File: src/thas_pkg.sv
// Package: word types, register indexes, reset values and shared helpers of the thermostat.
`default_nettype none
package thas_pkg;

  localparam int TEMP_W     = 12;
  localparam int NOW_W      = 32;
  localparam int CFG_IDX_W  = 3;
  localparam int CFG_DATA_W = 16;
  localparam int PROD_W     = 22;

  // probe readings count only strictly inside this window (32 F .. 185 F)
  localparam logic [TEMP_W-1:0] VALID_LOW  = 12'd512;
  localparam logic [TEMP_W-1:0] VALID_HIGH = 12'd2960;
  localparam logic [TEMP_W-1:0] HELD_RESET = 12'd512;

  localparam logic [CFG_IDX_W-1:0] REG_TARGET_TEMP     = 3'd0;
  localparam logic [CFG_IDX_W-1:0] REG_HYST_ABOVE      = 3'd1;
  localparam logic [CFG_IDX_W-1:0] REG_HYST_BELOW      = 3'd2;
  localparam logic [CFG_IDX_W-1:0] REG_BOOST_THRESHOLD = 3'd3;
  localparam logic [CFG_IDX_W-1:0] REG_BOOST_GAIN      = 3'd4;
  localparam logic [CFG_IDX_W-1:0] REG_FLOOR_TEMP      = 3'd5;
  localparam logic [CFG_IDX_W-1:0] REG_MODE_BITS       = 3'd6;
  localparam logic [CFG_IDX_W-1:0] REG_RESTART_DELAY   = 3'd7;

  localparam logic [11:0] RST_TARGET_TEMP     = 12'd960;
  localparam logic [11:0] RST_HYST_ABOVE      = 12'd8;
  localparam logic [11:0] RST_HYST_BELOW      = 12'd8;
  localparam logic [12:0] RST_BOOST_THRESHOLD = 13'd0;
  localparam logic [7:0]  RST_BOOST_GAIN      = 8'd32;
  localparam logic [11:0] RST_FLOOR_TEMP      = 12'd528;
  localparam logic [1:0]  RST_MODE_BITS       = 2'd0;
  localparam logic [15:0] RST_RESTART_DELAY   = 16'd60;

  localparam int MODE_HEATER = 0;
  localparam int MODE_SINGLE = 1;

  localparam logic [1:0] RELAY_UNKNOWN = 2'd0;
  localparam logic [1:0] RELAY_OFF     = 2'd1;
  localparam logic [1:0] RELAY_ON      = 2'd2;

  typedef struct packed {
    logic [TEMP_W-1:0] main_reading;
    logic [TEMP_W-1:0] chamber_reading;
    logic [NOW_W-1:0]  now_seconds;
  } in_word_t;

  typedef struct packed {
    logic              relay_on;
    logic              relay_known;
    logic              switched;
    logic              delay_blocked;
    logic [TEMP_W-1:0] action_temp;
    logic [TEMP_W-1:0] target_used;
  } out_word_t;

  typedef struct packed {
    logic [11:0] target_temp;
    logic [11:0] hyst_above;
    logic [11:0] hyst_below;
    logic [12:0] boost_threshold;  // two's complement
    logic [7:0]  boost_gain;       // 4.4 fixed point
    logic [11:0] floor_temp;
    logic [1:0]  mode_bits;
    logic [15:0] restart_delay;
  } cfg_t;

  // first stage result: chosen temperature and the raw target push product
  typedef struct packed {
    logic [TEMP_W-1:0] act_temp;
    logic              boost;
    logic [PROD_W-1:0] prod;       // two's complement err * gain
    logic [NOW_W-1:0]  now_seconds;
  } sel_t;

  function automatic logic is_valid(input logic [TEMP_W-1:0] t);
    return (t > VALID_LOW) && (t < VALID_HIGH);
  endfunction

endpackage
`default_nettype wire

File: src/thas_stream_if.sv
// Interface: valid/ready channel carrying one word.
`default_nettype none
interface thas_stream_if #(parameter type word_t = logic);
  logic  valid;
  logic  ready;
  word_t data;

  modport source(output valid, output data, input ready);
  modport sink(input valid, input data, output ready);
endinterface
`default_nettype wire

File: src/thermostat_hysteresis_asd_top.sv
// Top level: configuration registers, held probe values, two-stage pipeline and output register.
// Thermostat relay controller. One word per clock is taken on in_ch unless out_ch stalls; one
// result word leaves on out_ch for each, in order, via sel_r and out_r. The pipeline has two
// stages: the first keeps the last valid probe readings and forms the action
// temperature and the target push product, the second applies the push and clamp,
// the hysteresis bounds and the restart delay, and holds the relay state, whose
// feedback closes within that one stage. A stall on out_ch holds the whole pipeline;
// in_ch.ready is high whenever the output register is free or being drained.
// Registers are written through cfg_we/cfg_index/cfg_data and should only change
// while no word is in flight.
`default_nettype none
module thermostat_hysteresis_asd_top (
  input  logic                              clk,
  input  logic                              rst_n,
  thas_stream_if.sink                       in_ch,
  thas_stream_if.source                     out_ch,
  input  logic                              cfg_we,
  input  logic [thas_pkg::CFG_IDX_W-1:0]    cfg_index,
  input  logic [thas_pkg::CFG_DATA_W-1:0]   cfg_data
);

  thas_pkg::cfg_t             cfg_r;
  logic [thas_pkg::TEMP_W-1:0] held_main_r, held_main_nxt;
  logic [thas_pkg::TEMP_W-1:0] held_chamber_r, held_chamber_nxt;
  logic [1:0]                  relay_state_r, relay_state_nxt;
  logic [thas_pkg::NOW_W-1:0]  off_stamp_r, off_stamp_nxt;
  logic                        stage_valid_r;
  logic                        out_valid_r;
  thas_pkg::sel_t              sel, sel_r;
  thas_pkg::out_word_t         res, out_r;
  thas_pkg::in_word_t          in_word;
  logic                        advance;
  logic                        in_fire;

  assign in_word      = in_ch.data;
  assign advance      = !out_valid_r || out_ch.ready;
  assign in_ch.ready  = advance;
  assign in_fire      = in_ch.valid && advance;
  assign out_ch.valid = out_valid_r;
  assign out_ch.data  = out_r;

  assign held_main_nxt    = thas_pkg::is_valid(in_word.main_reading) ?
                            in_word.main_reading : held_main_r;
  assign held_chamber_nxt = thas_pkg::is_valid(in_word.chamber_reading) ?
                            in_word.chamber_reading : held_chamber_r;

  thas_select u_select (
    .cfg          (cfg_r),
    .held_main    (held_main_nxt),
    .held_chamber (held_chamber_nxt),
    .now_seconds  (in_word.now_seconds),
    .sel          (sel)
  );

  thas_relay u_relay (
    .cfg             (cfg_r),
    .sel             (sel_r),
    .relay_state     (relay_state_r),
    .off_stamp       (off_stamp_r),
    .relay_state_nxt (relay_state_nxt),
    .off_stamp_nxt   (off_stamp_nxt),
    .res             (res)
  );

  always_ff @(posedge clk) begin
    if (!rst_n) begin
      cfg_r.target_temp     <= thas_pkg::RST_TARGET_TEMP;
      cfg_r.hyst_above      <= thas_pkg::RST_HYST_ABOVE;
      cfg_r.hyst_below      <= thas_pkg::RST_HYST_BELOW;
      cfg_r.boost_threshold <= thas_pkg::RST_BOOST_THRESHOLD;
      cfg_r.boost_gain      <= thas_pkg::RST_BOOST_GAIN;
      cfg_r.floor_temp      <= thas_pkg::RST_FLOOR_TEMP;
      cfg_r.mode_bits       <= thas_pkg::RST_MODE_BITS;
      cfg_r.restart_delay   <= thas_pkg::RST_RESTART_DELAY;
    end else if (cfg_we) begin
      case (cfg_index)
        thas_pkg::REG_TARGET_TEMP:     cfg_r.target_temp     <= cfg_data[11:0];
        thas_pkg::REG_HYST_ABOVE:      cfg_r.hyst_above      <= cfg_data[11:0];
        thas_pkg::REG_HYST_BELOW:      cfg_r.hyst_below      <= cfg_data[11:0];
        thas_pkg::REG_BOOST_THRESHOLD: cfg_r.boost_threshold <= cfg_data[12:0];
        thas_pkg::REG_BOOST_GAIN:      cfg_r.boost_gain      <= cfg_data[7:0];
        thas_pkg::REG_FLOOR_TEMP:      cfg_r.floor_temp      <= cfg_data[11:0];
        thas_pkg::REG_MODE_BITS:       cfg_r.mode_bits       <= cfg_data[1:0];
        thas_pkg::REG_RESTART_DELAY:   cfg_r.restart_delay   <= cfg_data[15:0];
        default: ;
      endcase
    end
  end

  always_ff @(posedge clk) begin
    if (!rst_n) begin
      held_main_r    <= thas_pkg::HELD_RESET;
      held_chamber_r <= thas_pkg::HELD_RESET;
      relay_state_r  <= thas_pkg::RELAY_UNKNOWN;
      off_stamp_r    <= '0;
      stage_valid_r  <= 1'b0;
      out_valid_r    <= 1'b0;
    end else if (advance) begin
      stage_valid_r <= in_fire;
      out_valid_r   <= stage_valid_r;
      if (in_fire) begin
        held_main_r    <= held_main_nxt;
        held_chamber_r <= held_chamber_nxt;
      end
      if (stage_valid_r) begin
        relay_state_r <= relay_state_nxt;
        off_stamp_r   <= off_stamp_nxt;
      end
    end
  end

  // payload, no reset needed
  always_ff @(posedge clk) begin
    if (advance) begin
      if (in_fire) sel_r <= sel;
      if (stage_valid_r) out_r <= res;
    end
  end

endmodule
`default_nettype wire

File: src/thas_select.sv
// Probe selection, error and target push product (first stage logic).
`default_nettype none
module thas_select (
  input  thas_pkg::cfg_t              cfg,
  input  logic [thas_pkg::TEMP_W-1:0] held_main,
  input  logic [thas_pkg::TEMP_W-1:0] held_chamber,
  input  logic [thas_pkg::NOW_W-1:0]  now_seconds,
  output thas_pkg::sel_t              sel
);

  logic                              main_ok;
  logic                              chamber_ok;
  logic                              heater;
  logic [thas_pkg::TEMP_W:0]         sum;
  logic signed [12:0]                err;
  logic signed [8:0]                 gain_s;
  logic signed [thas_pkg::PROD_W-1:0] prod;

  assign main_ok    = thas_pkg::is_valid(held_main);
  assign chamber_ok = thas_pkg::is_valid(held_chamber);
  assign heater     = cfg.mode_bits[thas_pkg::MODE_HEATER];
  assign sum        = {1'b0, held_main} + {1'b0, held_chamber};
  assign gain_s     = $signed({1'b0, cfg.boost_gain});

  always_comb begin
    sel.act_temp    = cfg.target_temp;
    sel.boost       = 1'b0;
    sel.now_seconds = now_seconds;
    err             = '0;
    if (cfg.mode_bits[thas_pkg::MODE_SINGLE]) begin
      case ({main_ok, chamber_ok})
        2'b11:   sel.act_temp = sum[thas_pkg::TEMP_W:1];
        2'b10:   sel.act_temp = held_main;
        2'b01:   sel.act_temp = held_chamber;
        default: sel.act_temp = cfg.target_temp;
      endcase
    end else if (!chamber_ok) begin
      sel.act_temp = held_main;
    end else begin
      sel.act_temp = held_chamber;
      if (heater) begin
        err = $signed({1'b0, cfg.target_temp}) - $signed({1'b0, held_chamber});
      end else begin
        err = $signed({1'b0, held_chamber}) - $signed({1'b0, cfg.target_temp});
      end
      sel.boost = (err >= $signed(cfg.boost_threshold));
    end
  end

  assign prod     = err * gain_s;
  assign sel.prod = prod;

endmodule
`default_nettype wire

File: src/thas_relay.sv
// Target push and clamp, hysteresis compare, relay decision and restart delay (second stage).
`default_nettype none
module thas_relay (
  input  thas_pkg::cfg_t              cfg,
  input  thas_pkg::sel_t              sel,
  input  logic [1:0]                  relay_state,
  input  logic [thas_pkg::NOW_W-1:0]  off_stamp,
  output logic [1:0]                  relay_state_nxt,
  output logic [thas_pkg::NOW_W-1:0]  off_stamp_nxt,
  output thas_pkg::out_word_t         res
);

  logic                       heater;
  logic signed [17:0]         push;
  logic signed [19:0]         base;
  logic signed [19:0]         pushed;
  logic signed [19:0]         floored;
  logic [thas_pkg::TEMP_W-1:0] tgt;
  logic [12:0]                hi;
  logic signed [13:0]         lo;
  logic                       above_hi;
  logic                       below_lo;
  logic                       decide;
  logic                       want_on;
  logic [thas_pkg::NOW_W-1:0] since_off;
  logic                       blocked;
  logic [1:0]                 target_state;

  assign heater = cfg.mode_bits[thas_pkg::MODE_HEATER];

  // floor of product / 16 is the arithmetic shift
  assign push   = $signed(sel.prod[thas_pkg::PROD_W-1:4]);
  assign base   = $signed({8'b0, cfg.target_temp});
  assign pushed = heater ? (base + 20'(push)) : (base - 20'(push));

  always_comb begin
    floored = pushed;
    if (floored < $signed({8'b0, cfg.floor_temp})) floored = $signed({8'b0, cfg.floor_temp});
    if (floored < 20'sd0) floored = 20'sd0;
    if (floored > 20'sd4095) floored = 20'sd4095;
    tgt = sel.boost ? floored[thas_pkg::TEMP_W-1:0] : cfg.target_temp;
  end

  assign hi       = {1'b0, tgt} + {1'b0, cfg.hyst_above};
  assign lo       = $signed({2'b0, tgt}) - $signed({2'b0, cfg.hyst_below});
  assign above_hi = {1'b0, sel.act_temp} > hi;
  assign below_lo = $signed({2'b0, sel.act_temp}) < lo;

  always_comb begin
    case (relay_state)
      thas_pkg::RELAY_ON: begin
        decide  = heater ? above_hi : below_lo;
        want_on = 1'b0;
      end
      thas_pkg::RELAY_OFF: begin
        decide  = heater ? below_lo : above_hi;
        want_on = 1'b1;
      end
      default: begin
        decide  = 1'b1;
        want_on = heater ? below_lo : above_hi;
      end
    endcase
  end

  assign since_off    = sel.now_seconds - off_stamp;
  assign blocked      = decide && want_on && (since_off < {16'b0, cfg.restart_delay});
  assign target_state = want_on ? thas_pkg::RELAY_ON : thas_pkg::RELAY_OFF;

  always_comb begin
    relay_state_nxt = relay_state;
    off_stamp_nxt   = off_stamp;
    res.switched    = 1'b0;
    if (decide && !blocked && (target_state != relay_state)) begin
      relay_state_nxt = target_state;
      res.switched    = 1'b1;
      if (target_state == thas_pkg::RELAY_OFF) off_stamp_nxt = sel.now_seconds;
    end
    res.relay_on      = (relay_state_nxt == thas_pkg::RELAY_ON);
    res.relay_known   = (relay_state_nxt == thas_pkg::RELAY_ON) ||
                        (relay_state_nxt == thas_pkg::RELAY_OFF);
    res.delay_blocked = blocked;
    res.action_temp   = sel.act_temp;
    res.target_used   = tgt;
  end

endmodule
`default_nettype wire

File: src/flat_wrapper.sv
// flat-port wrapper written by rule: the top's interface ports become plain ports
module thermostat_hysteresis_asd_top_flat import thas_pkg::*;
  (clk, rst_n, cfg_we, cfg_index, cfg_data, in_ch_valid, in_ch_data, in_ch_ready, out_ch_valid, out_ch_data, out_ch_ready);
  thas_stream_if #(.word_t(in_word_t)) in_ch_i ();
  thas_stream_if #(.word_t(out_word_t)) out_ch_i ();
  input  logic clk;
  input  logic rst_n;
  input  logic cfg_we;
  input  logic [thas_pkg::CFG_IDX_W-1:0] cfg_index;
  input  logic [thas_pkg::CFG_DATA_W-1:0] cfg_data;
  input wire logic [$bits(in_ch_i.valid)-1:0] in_ch_valid;
  input wire logic [$bits(in_ch_i.data)-1:0] in_ch_data;
  output wire logic [$bits(in_ch_i.ready)-1:0] in_ch_ready;
  output wire logic [$bits(out_ch_i.valid)-1:0] out_ch_valid;
  output wire logic [$bits(out_ch_i.data)-1:0] out_ch_data;
  input wire logic [$bits(out_ch_i.ready)-1:0] out_ch_ready;
  assign in_ch_i.valid = in_ch_valid;
  assign in_ch_i.data = in_ch_data;
  assign in_ch_ready = in_ch_i.ready;
  assign out_ch_valid = out_ch_i.valid;
  assign out_ch_data = out_ch_i.data;
  assign out_ch_i.ready = out_ch_ready;
  thermostat_hysteresis_asd_top u_core (.clk(clk), .rst_n(rst_n), .in_ch(in_ch_i), .out_ch(out_ch_i), .cfg_we(cfg_we), .cfg_index(cfg_index), .cfg_data(cfg_data));
endmodule
File: config.mk
export PLATFORM = sky130hd
export DESIGN_NAME = thermostat_hysteresis_asd_top_flat
export DESIGN_NICKNAME = d
export VERILOG_FILES = /design/src/thas_pkg.sv /design/src/thas_stream_if.sv /design/src/thermostat_hysteresis_asd_top.sv /design/src/thas_select.sv /design/src/thas_relay.sv /design/src/flat_wrapper.sv
export SDC_FILE = /design/constraint.sdc
export NUM_CORES = 1
export LEC_CHECK = 0
export BUFFER_PORTS_ARGS = -buffer_cell sky130_fd_sc_hd__buf_2
export CAP_MARGIN = 20
export CORE_ASPECT_RATIO = 1.4
export CORE_MARGIN = 4
export CORE_UTILIZATION = 45
export CTS_CLUSTER_DIAMETER = 80
export DETAILED_ROUTE_END_ITERATION = 6
export HOLD_SLACK_MARGIN = 0.12
export PLACE_DENSITY = 0.65
export SYNTH_ARGS = -nofsm -noshare
export SYNTH_HDL_FRONTEND = slang
export SYNTH_SLANG_ARGS = --single-unit
export TNS_END_PERCENT = 50
File: constraint.sdc
create_clock -name clk -period 11.6 [get_ports clk]
set_input_delay 1.16 -clock clk [delete_from_list [all_inputs] [get_ports clk]]
set_output_delay 1.16 -clock clk [all_outputs]
set_load 0.1 [all_outputs]
==> flow_metrics.py, run 1 <==
metrics = {
    "outcome": {
        "status": "finished clean",
    },
    "sta": {
        "rsz0062_at_grt": "no",
        "slew_violations": 0,
        "slew_headroom_pct": 30.4,
        "hold_violations": 0,
        "tns_ns": 0,
        "period_share_pct": 88.5,
        "skew_ns": 0.0183,
        "tightest_slew_ns": 1.04,
        "period_minus_slack_ns": 10.27,
        "fin_ws_ns": 1.33,
        "max_freq_ghz": 0.0974,
        "setup_viol": 0,
        "whs_ns": 0.466,
    },
    "logic_synthesis": {
        "async_flop_share_pct": 0,
        "synth.area.top_cells": "dfxtp_1 14%, edfxtp_1 13%, ha_1 13%",
        "synth.yosys.seq_area_share_pct": 27.8,
        "syn-cell-area_mm2": 0.0204,
        "synthFlopType": "dfxtp_1",
        "synth_edf_count": 91,
        "yosysTopAreaCell": "dfxtp_1",
        "synth.distinct_cells": 99,
        "yosysWarnings": 0,
        "syn_inst": 2322,
        "ys_ff_latch": 238,
        "synth_nets": 2704,
        "avgSynthCellArea_um2": 8.78,
        "netlist.area_leader.share_pct": 14.4,
    },
    "cts": {
        "post_cts_buffers": 0,
        "cts_resized": 0,
        "clk_pin_slew_ns": 0.06,
        "root_buffer": "clkbuf_16",
        "clock_sinks": 238,
        "postCtsHoldBufs": 0,
        "cts_tree": "built",
        "numCtsBuffers": 25,
        "cts-htree-levels": 1,
        "cts_max_path_buffers": 3,
        "clkLatencyLatePin_ns": 0.55,
    },
    "placed_design": {
        "dp_hpwl_um": 43800,
        "dp_slack_ns": 1.39,
        "dp.cells": 2922,
        "dpl_cell_area_mm2": 0.0214,
        "io_buffers": 109,
        "gp_congestion": 0.921,
    },
    "layout": {
        "post-route-cell-area_mm2": 0.0222,
        "fill_cells": 4220,
        "nets": 2767,
        "syn_to_final_growth_pct": 9.06,
        "stdcell_count": 2969,
        "drive_gt1_share_pct": 9.32,
    },
    "drt": {
        "num_vias": 16700,
        "avgRoutedWirePerCell_um": 18.6,
        "drt_iter0_drc": 876,
        "vias_per_cell": 5.64,
        "antenna_left": 0,
        "drc": 0,
        "drt_wl_total_um": 55300,
        "drtPass1Iterations": 7,
    },
    "die": {
        "die_h_um": 260,
        "initial_core_util_pct": 45.4,
        "die_x_um": 188,
        "row_count": 92,
        "design.core.area_mm2": 0.0449,
        "dieArea_mm2": 0.0488,
        "ioPinCount": 110,
    },
    "worst_setup_path": {
        "ff2ff_path_depth": 40,
        "crit_type": "register to register",
        "slowest_stage": "a311oi_2",
        "reg2reg_slack_ns": 1.33,
        "cp_max_fo": 14,
        "worstPathRequired_ns": 12.02,
        "reg2reg_to": "u_core.out_ch.data[26]$_DFFE_PP_",
        "worst_path_most_repeated_cell": "ha_1",
        "r2r-start": "u_core.sel_r[36]$_DFFE_PP_",
        "endpoint_kind": "register",
        "startpoint_type": "register",
        "crit_arrival_ns": 10.69,
        "critical_path.max_stage_delay_ns": 0.76,
    },
    "power": {
        "p_per_area_mw_per_mm2": 149,
        "p_leak_nw": 9.58,
        "ir_drop_v": 0.000108,
    },
    "hold_path": {
        "hold_class": "register to register",
        "min_path_cells": 2,
        "hold_end": "u_core.cfg_r[6]$_SDFFE_PN0P_",
        "hold_start": "u_core.cfg_r[6]$_SDFFE_PN0P_",
    },
    "global_routing": {
        "antenna_found_initial": 1,
        "grt_pass1_wl_um": 86600,
        "overflow": 0,
        "grt_max_degree": 100,
        "grt_pass1_vias": 16700,
        "grtUsageTotal_pct": 21.7,
    },
    "job": {
        "max_cap_violations": 0,
    },
}
[registers in the layout (all words and copies together) (netlist names)]
signal,count
u_core.out_ch.data,28
u_core.sel_r,63
u_core.held_main_r,12
u_core.out_ch.valid,1
u_core.held_chamber_r,12
u_core.stage_valid_r,1
u_core.relay_state_r,2
u_core.off_stamp_r,32
u_core.cfg_r,87
[worst max-delay path by stage]
stage / cells after the start / start / endpoint / slack, ns
floorplan: 47 / u_core.cfg_r[16]$_SDFFE_PN0P_ / u_core.off_stamp_r[1]$_SDFFE_PN0P_ / 1.93
global placement: 40 / u_core.sel_r[36]$_DFFE_PP_ / u_core.out_ch.data[26]$_DFFE_PP_ / 1.41
detailed placement: 40 / u_core.sel_r[36]$_DFFE_PP_ / u_core.out_ch.data[26]$_DFFE_PP_ / 1.39
CTS: 40 / u_core.sel_r[36]$_DFFE_PP_ / u_core.out_ch.data[26]$_DFFE_PP_ / 1.29
global route: 42 / u_core.cfg_r[16]$_SDFFE_PN0P_ / u_core.out_ch.data[26]$_DFFE_PP_ / 0.40
finish: 40 / u_core.sel_r[36]$_DFFE_PP_ / u_core.out_ch.data[26]$_DFFE_PP_ / 1.33
[critical path, delay by kind of cell (launching register included)]
family	cells	cell delay (ns)
xor+xnor	2	0.33
simple gates	3	0.30
fa+ha+maj	7	2.06
flops	1	0.46
mux	1	0.28
buf+inv	2	0.14
compound gates	25	6.54
[final cells by class]
class	count	area [um^2]	share of cell area [%]
Antenna cell	1	2.50	0.0112
Sequential cell	238	5680	25.5
Inverter	273	1030	4.61
Tap cell	564	706	3.17
Multi-Input combinational cell	1728	13300	60.0
Timing Repair Buffer	119	623	2.80
Clock buffer	34	764	3.44
Clock inverter	12	101	0.456
[logic make-up after synthesis]
logic type	after synthesis	share of synthesized area (%)
compound gates	531	18.4
mux	68	3.47
buf+inv	356	6.77
simple gates	730	17.5
flops	238	27.8
fa+ha+maj	302	21.9
xor+xnor	97	4.17
[through the flow]
step / total power [W] / utilization [%]
after floorplan: 0.00213 / -
after global placement: 0.00245 / 47.6
after detailed placement: 0.00249 / 47.6
after CTS: 0.00334 / 49.5
after global routing: 0.00354 / 49.5
final: 0.00332 / 49.5
[layout by cell type (no fill, tap or decap), types with 76 or more instances in the layout]
cell | netlist | routed
inv_1 | 269 | 268
nand2_1 | 326 | 326
o21ai_0 | 76 | 76
a21oi_1 | 107 | 107
dfxtp_1 | 147 | 147
nor2_1 | 98 | 98
edfxtp_1 | 91 | 91
a21boi_0 | 84 | 84
ha_1 | 211 | 211
fa_1 | 91 | 91
buf_2 | 5 | 108
[power by group]
part,switching (W),internal (W),leakage [nW]
clock,0.000354,0.000488,0.425
combinational,0.000891,0.000569,7.08
sequential,0.0000567,0.000959,2.08
total,0.00130,0.00202,9.58
[routing by layer]
| layer | up-vias | part of all wire, % | track usage, % |
|---|---|---|---|
| met5 | - | 0 | 0 |
| li1 | 8147 | - | - |
| met3 | 156 | 3.5 | 2.05 |
| met2 | 377 | 52 | 41.0 |
| met4 | 0 | 5.4 | 10.9 |
| met1 | 8062 | 39 | 24.3 |
[cell usage after synthesis (9+ instances only)]
cell and count:
a21o_1 42, ha_1 211, nor4_1 16, o21ai_0 76, nand3_1 30, mux2i_1 58
dfxtp_1 147, a21boi_0 84, xnor2_1 56, nand2_1 326, a21oi_1 107, clkbuf_1 71
o21bai_1 11, nor2b_1 62, a211oi_1 16, nor3_1 30, fa_1 91, inv_1 269
nor2b_2 9, a31oi_1 17, o211a_1 17, nand4_1 15, xor2_1 41, o21a_1 17
nor2_1 98, and3_1 10, edfxtp_1 91, and2_1 64, o21ai_1 12, a221o_1 12
o211ai_1 17, nand2b_1 23
(Power assumes the default switching activity.)
==> run 2, diff against run 1 <==
--- a/config.mk
+++ b/config.mk
@@ -14,7 +14,9 @@
 export DETAILED_ROUTE_END_ITERATION = 6
 export HOLD_SLACK_MARGIN = 0.12
 export PLACE_DENSITY = 0.65
+export RECOVER_POWER = 25
 export SYNTH_ARGS = -nofsm -noshare
 export SYNTH_HDL_FRONTEND = slang
+export SYNTH_HIERARCHICAL = 1
 export SYNTH_SLANG_ARGS = --single-unit
 export TNS_END_PERCENT = 50
==> flow_metrics.py, run 2 <==
metrics = {
    "power": {
        "switching_share_pct": 39.4,
        "p_leak_nw": 9.88,
        "ir_drop_v": 0.000118,
        "p_int_w": 0.00204,
        "p_per_area_mw_per_mm2": 144,
        "seqPwrFrac_pct": 30.0,
        "switchingPower_w": 0.00133,
        "clkPwrFrac_pct": 25.6,
        "p_comb_share_pct": 44.4,
    },
    "cts": {
        "cts_resized": 0,
        "postCtsHoldBufs": 0,
        "clock_sinks": 238,
        "post_cts_buffers": 0,
        "cts_max_path_buffers": 3,
        "clk_pin_slew_ns": 0.06,
        "cts_tree": "built",
        "cts-htree-levels": 1,
        "clkLatencyLatePin_ns": 0.56,
        "numCtsBuffers": 26,
        "root_buffer": "clkbuf_16",
    },
    "global_routing": {
        "grt_pass1_wl_um": 97000,
        "antenna_found_initial": 2,
        "grtUsageTotal_pct": 22.7,
        "grt_pass1_vias": 18500,
        "overflow": 0,
        "grt_max_degree": 106,
    },
    "hold_path": {
        "hold_start": "u_core/held_chamber_r[6]$_SDFFE_PN0P_",
        "hold_class": "register to register",
        "min_path_cells": 2,
        "hold_end": "u_core/held_chamber_r[6]$_SDFFE_PN0P_",
    },
    "sta": {
        "period_share_pct": 87.5,
        "whs_ns": 0.457,
        "slew_violations": 132,
        "tns_ns": 0,
        "tightest_slew_ns": 3.90,
        "period_minus_slack_ns": 10.15,
        "skew_ns": 0.0216,
        "fin_ws_ns": 1.45,
        "hold_violations": 0,
        "max_freq_ghz": 0.0985,
        "setup_viol": 0,
        "slew_headroom_pct": -160,
        "rsz0062_at_grt": "no",
    },
    "worst_setup_path": {
        "slowest_stage": "nor3_1",
        "startpoint_type": "register",
        "cp_max_fo": 32,
        "cp.depth": 41,
        "crit_type": "register to register",
        "crit_arrival_ns": 10.57,
        "reg2reg_slack_ns": 1.45,
        "worstPathRequired_ns": 12.02,
        "critical_path.max_stage_delay_ns": 0.49,
        "crit_family": "compound AO/OA/AOI/OAI gates",
        "endpoint_kind": "register",
        "critical_path_buf_inv_count": 1,
        "reg2reg_to": "u_core/off_stamp_r[17]$_SDFFE_PN0P_",
        "ff2ff_path_depth": 41,
        "worst_path_most_repeated_cell": "a21oi_1",
        "r2r-start": "u_core/sel_r[37]$_DFFE_PP_",
    },
    "placed_design": {
        "dp_hpwl_um": 47300,
        "dp_slack_ns": 1.74,
        "gp_congestion": 0.924,
        "io_buffers": 109,
    },
    "layout": {
        "layout_common_cells": "398 x nand2_1, 286 x inv_1, 214 x ha_1",
        "syn_to_final_growth_pct": 6.95,
        "reg_top3": "u_core/cfg_r (87), u_core/sel_r (63), u_core/off_stamp_r (32)",
        "top_register": "u_core/cfg_r",
        "diodes": 0,
        "largest_register_ffs": 87,
        "mostFrequentLayoutCell": "nand2_1",
        "nets": 2966,
        "drive_gt1_share_pct": 10.1,
    },
    "die": {
        "die_x_um": 194,
        "die_h_um": 269,
        "row_count": 95,
        "dieArea_mm2": 0.0521,
        "design.core.area_mm2": 0.0480,
        "ioPinCount": 110,
        "initial_core_util_pct": 45.4,
    },
    "outcome": {
        "status": "finished with violations",
        "violations": "capacitance limit, slew limit",
    },
    "job": {
        "max_cap_violations": 2,
    },
    "drt": {
        "avgRoutedWirePerCell_um": 18.8,
        "drc": 0,
        "drt_iter0_drc": 1154,
        "antenna_left": 0,
        "drtPass1Iterations": 5,
        "num_vias": 18200,
        "drt_wl_total_um": 60700,
        "vias_per_cell": 5.64,
    },
    "logic_synthesis": {
        "syn-cell-area_mm2": 0.0218,
        "syn_inst": 2571,
        "avgSynthCellArea_um2": 8.49,
        "synth_nets": 2956,
        "yosysWarnings": 6,
    },
}
-- run 2: final cells by class --
class / count / area, um^2
Timing Repair Buffer: 125 / 654
Clock inverter: 17 / 190
Sequential cell: 238 / 5680
Inverter: 288 / 1080
Multi-Input combinational cell: 1902 / 14300
Fill cell: 4604 / 24700
Tap cell: 630 / 788
Clock buffer: 31 / 691
-- run 2: worst max-delay path by stage --
stage / from / to / slack, ns
floorplan: u_core/cfg_r[16]$_SDFFE_PN0P_ / u_core/off_stamp_r[23]$_SDFFE_PN0P_ / 3.01
global placement: u_core/sel_r[36]$_DFFE_PP_ / u_core/off_stamp_r[7]$_SDFFE_PN0P_ / 2.03
detailed placement: u_core/sel_r[36]$_DFFE_PP_ / u_core/off_stamp_r[17]$_SDFFE_PN0P_ / 1.74
CTS: u_core/sel_r[36]$_DFFE_PP_ / u_core/off_stamp_r[17]$_SDFFE_PN0P_ / 1.62
global route: u_core/sel_r[36]$_DFFE_PP_ / u_core/off_stamp_r[11]$_SDFFE_PN0P_ / 0.73
finish: u_core/sel_r[37]$_DFFE_PP_ / u_core/off_stamp_r[17]$_SDFFE_PN0P_ / 1.45
-- run 2: metrics by stage --
stage	cell area, um^2	power (W)	instances	utilization [%]
2_1_floorplan	21800	0.00216	2571	-
3_5_place_dp	22500	0.00251	3183	46.8
3_3_place_gp	22500	0.00248	3182	46.8
4_1_cts	23400	0.00338	3231	48.7
6_report	23300	0.00337	3231	48.6
5_1_grt	23300	0.00360	3231	48.6
-- run 2: tightest hold or removal path, cell delays in order, from the launching register on --
cell and delay [ns]:
dfxtp_1 0.31, nand2_1 0.05, mux2i_1 0.05
-- run 2: metal layers --
layer  share of wire [%]  global-route usage [%]
met4                 4.7                    9.71
met2                  53                    44.2
met3                 3.4                    2.26
met1                  39                    25.0
met5               0.043                       0
-- run 2: power groups by stage --
stage | sequential [W] | combinational [W] | clock (W)
final | 0.00101 | 0.00150 | 0.000861
after floorplan | 0.00107 | 0.00110 | 0
after CTS | 0.00101 | 0.00149 | 0.000882
after global placement | 0.00103 | 0.00146 | 0
after global routing | 0.00102 | 0.00166 | 0.000916
after detailed placement | 0.00103 | 0.00148 | 0
==> run 3, diff against run 2 <==
==> constraint.sdc (replaced) <==
create_clock -name clk -period 11.6 [get_ports clk]
set_input_delay 1.74 -clock clk [delete_from_list [all_inputs] [get_ports clk]]
set_output_delay 1.74 -clock clk [all_outputs]
set_load 0.1 [all_outputs]
==> flow_metrics.py, run 3 (synthesis results as in run 2) <==
metrics = {
    "outcome": {
        "status": "finished with violations",
        "violations": "capacitance limit, slew limit",
    },
    "worst_setup_path": {
        "worstPathRequired_ns": 12.02,
        "endpoint_kind": "register",
        "slowest_stage": "nor3_1",
        "crit_arrival_ns": 10.82,
        "crit_type": "register to register",
        "cp_max_fo": 32,
        "critical_path.max_stage_delay_ns": 0.49,
        "startpoint_type": "register",
        "worst_path_most_repeated_cell": "a21oi_1",
    },
    "hold_path": {
        "hold_class": "register to register",
    },
    "cts": {
        "root_buffer": "clkbuf_16",
        "cts_resized": 0,
        "numCtsBuffers": 26,
        "cts_tree": "built",
        "postCtsHoldBufs": 0,
        "post_cts_buffers": 0,
        "clkLatencyLatePin_ns": 0.56,
        "cts_max_path_buffers": 3,
        "clock_sinks": 238,
        "cts-htree-levels": 1,
        "clk_pin_slew_ns": 0.07,
    },
    "sta": {
        "tns_ns": 0,
        "tightest_slew_ns": 3.98,
        "hold_violations": 0,
        "max_freq_ghz": 0.0962,
        "slew_violations": 64,
        "rsz0062_at_grt": "no",
        "slew_headroom_pct": -166,
        "skew_ns": 0.0247,
        "period_minus_slack_ns": 10.40,
        "setup_viol": 0,
        "period_share_pct": 89.6,
    },
    "placed_design": {
        "dp_hpwl_um": 47400,
        "io_buffers": 109,
        "dpl_cell_area_mm2": 0.0225,
        "gp_congestion": 0.954,
    },
    "global_routing": {
        "grt_max_degree": 121,
        "overflow": 0,
        "antenna_found_initial": 2,
        "grt_pass1_wl_um": 96700,
        "grtUsageTotal_pct": 22.6,
        "grt_pass1_vias": 18200,
    },
    "die": {
        "row_count": 95,
        "design.core.area_mm2": 0.0480,
        "die_x_um": 194,
        "die_h_um": 269,
        "ioPinCount": 110,
        "dieArea_mm2": 0.0521,
        "initial_core_util_pct": 45.4,
    },
    "layout": {
        "reg_top3": "u_core/cfg_r (87), u_core/sel_r (63), u_core/off_stamp_r (32)",
        "nets": 2967,
        "largest_register_ffs": 87,
        "mostFrequentLayoutCell": "nand2_1",
        "fill_cells": 4650,
        "syn_to_final_growth_pct": 7.00,
        "post-route-cell-area_mm2": 0.0233,
        "drive_gt1_share_pct": 10.3,
        "layout_common_cells": "398 x nand2_1, 286 x inv_1, 214 x ha_1",
        "top_register": "u_core/cfg_r",
    },
    "power": {
        "ir_drop_v": 0.000142,
        "p_leak_nw": 9.90,
        "p_per_area_mw_per_mm2": 144,
    },
    "drt": {
        "drc": 0,
        "drt_iter0_drc": 1257,
        "drtPass1Iterations": 5,
        "num_vias": 18200,
        "drt_wl_total_um": 60500,
        "antenna_left": 0,
        "vias_per_cell": 5.62,
        "avgRoutedWirePerCell_um": 18.7,
    },
    "job": {
        "max_cap_violations": 1,
    },
}
run 3: changes by cell type in the layout (fill, tap and decap cells not counted), moves of 2 or more:
cell,previous run,this run
inv_8,0,4
clkinv_2,4,6
clkinv_4,3,0
clkbuf_1,11,8
buf_4,15,17
run 3: worst paths after layout:
kind | end | depth (start not counted) | from | slack [ns]
worst min register to register | u_core/held_chamber_r[7]$_SDFFE_PN0P_ | 2 | u_core/held_chamber_r[7]$_SDFFE_PN0P_ | 0.46
worst max register to register | u_core/off_stamp_r[7]$_SDFFE_PN0P_ | 41 | u_core/sel_r[36]$_DFFE_PP_ | 1.20
worst min-delay path | u_core/held_chamber_r[7]$_SDFFE_PN0P_ | 2 | u_core/held_chamber_r[7]$_SDFFE_PN0P_ | 0.46
worst max-delay path | u_core/off_stamp_r[7]$_SDFFE_PN0P_ | 41 | u_core/sel_r[36]$_DFFE_PP_ | 1.20
run 3: where the power goes:
part	total [W]	leakage [nW]	switching (W)	internal [W]
logic	0.00150	7.39	0.000905	0.000591
registers	0.00101	2.08	0.0000577	0.000953
clock network	0.000854	0.433	0.000373	0.000481
total	0.00336	9.90	0.00134	0.00203
run 3: cell type report:
cell class / instances / area (um^2) / area share (%)
flip-flops and latches: 238 / 5680 / 24.3
diodes: 1 / 2.50 / 0.0107
clock buffers: 29 / 683 / 2.93
well taps: 630 / 788 / 3.38
multi-input cells: 1902 / 14300 / 61.1
inverters: 288 / 1080 / 4.63
clock inverters: 19 / 194 / 0.831
repair buffers: 126 / 666 / 2.85
run 3: critical path: cells and delay by family, from the launching register on:
family                   cells  cell delay, ns
AO/OA/AOI/OAI               22            4.53
AND/OR/NAND/NOR              9            2.21
adder cells (fa/ha/maj)      5            1.64
XOR/XNOR                     3            0.57
flip-flops                   1            0.44
buffers and inverters        1            0.41
multiplexers                 1            0.39
run 3: per-stage QoR:
stage,cells,power [W],setup WS (ns),utilization [%],hold WS (ns)
6_report,3233,0.00336,1.20,48.6,0.456
5_1_grt,3232,0.00359,0.417,48.6,0.475
4_1_cts,3232,0.00338,1.28,48.7,0.458
3_5_place_dp,3184,0.00251,1.37,46.8,0.449
3_3_place_gp,3183,0.00249,1.56,46.8,0.440
2_1_floorplan,2571,0.00216,3.00,-,0.432
run 3: metal layers:
metal	part of all wire, %	track usage, %	vias to the layer above
met2	53	43.9	451
met5	0.035	0	-
met1	40	25.9	8728
met3	3.9	2.07	124
li1	-	-	8863
met4	3.6	8.08	4
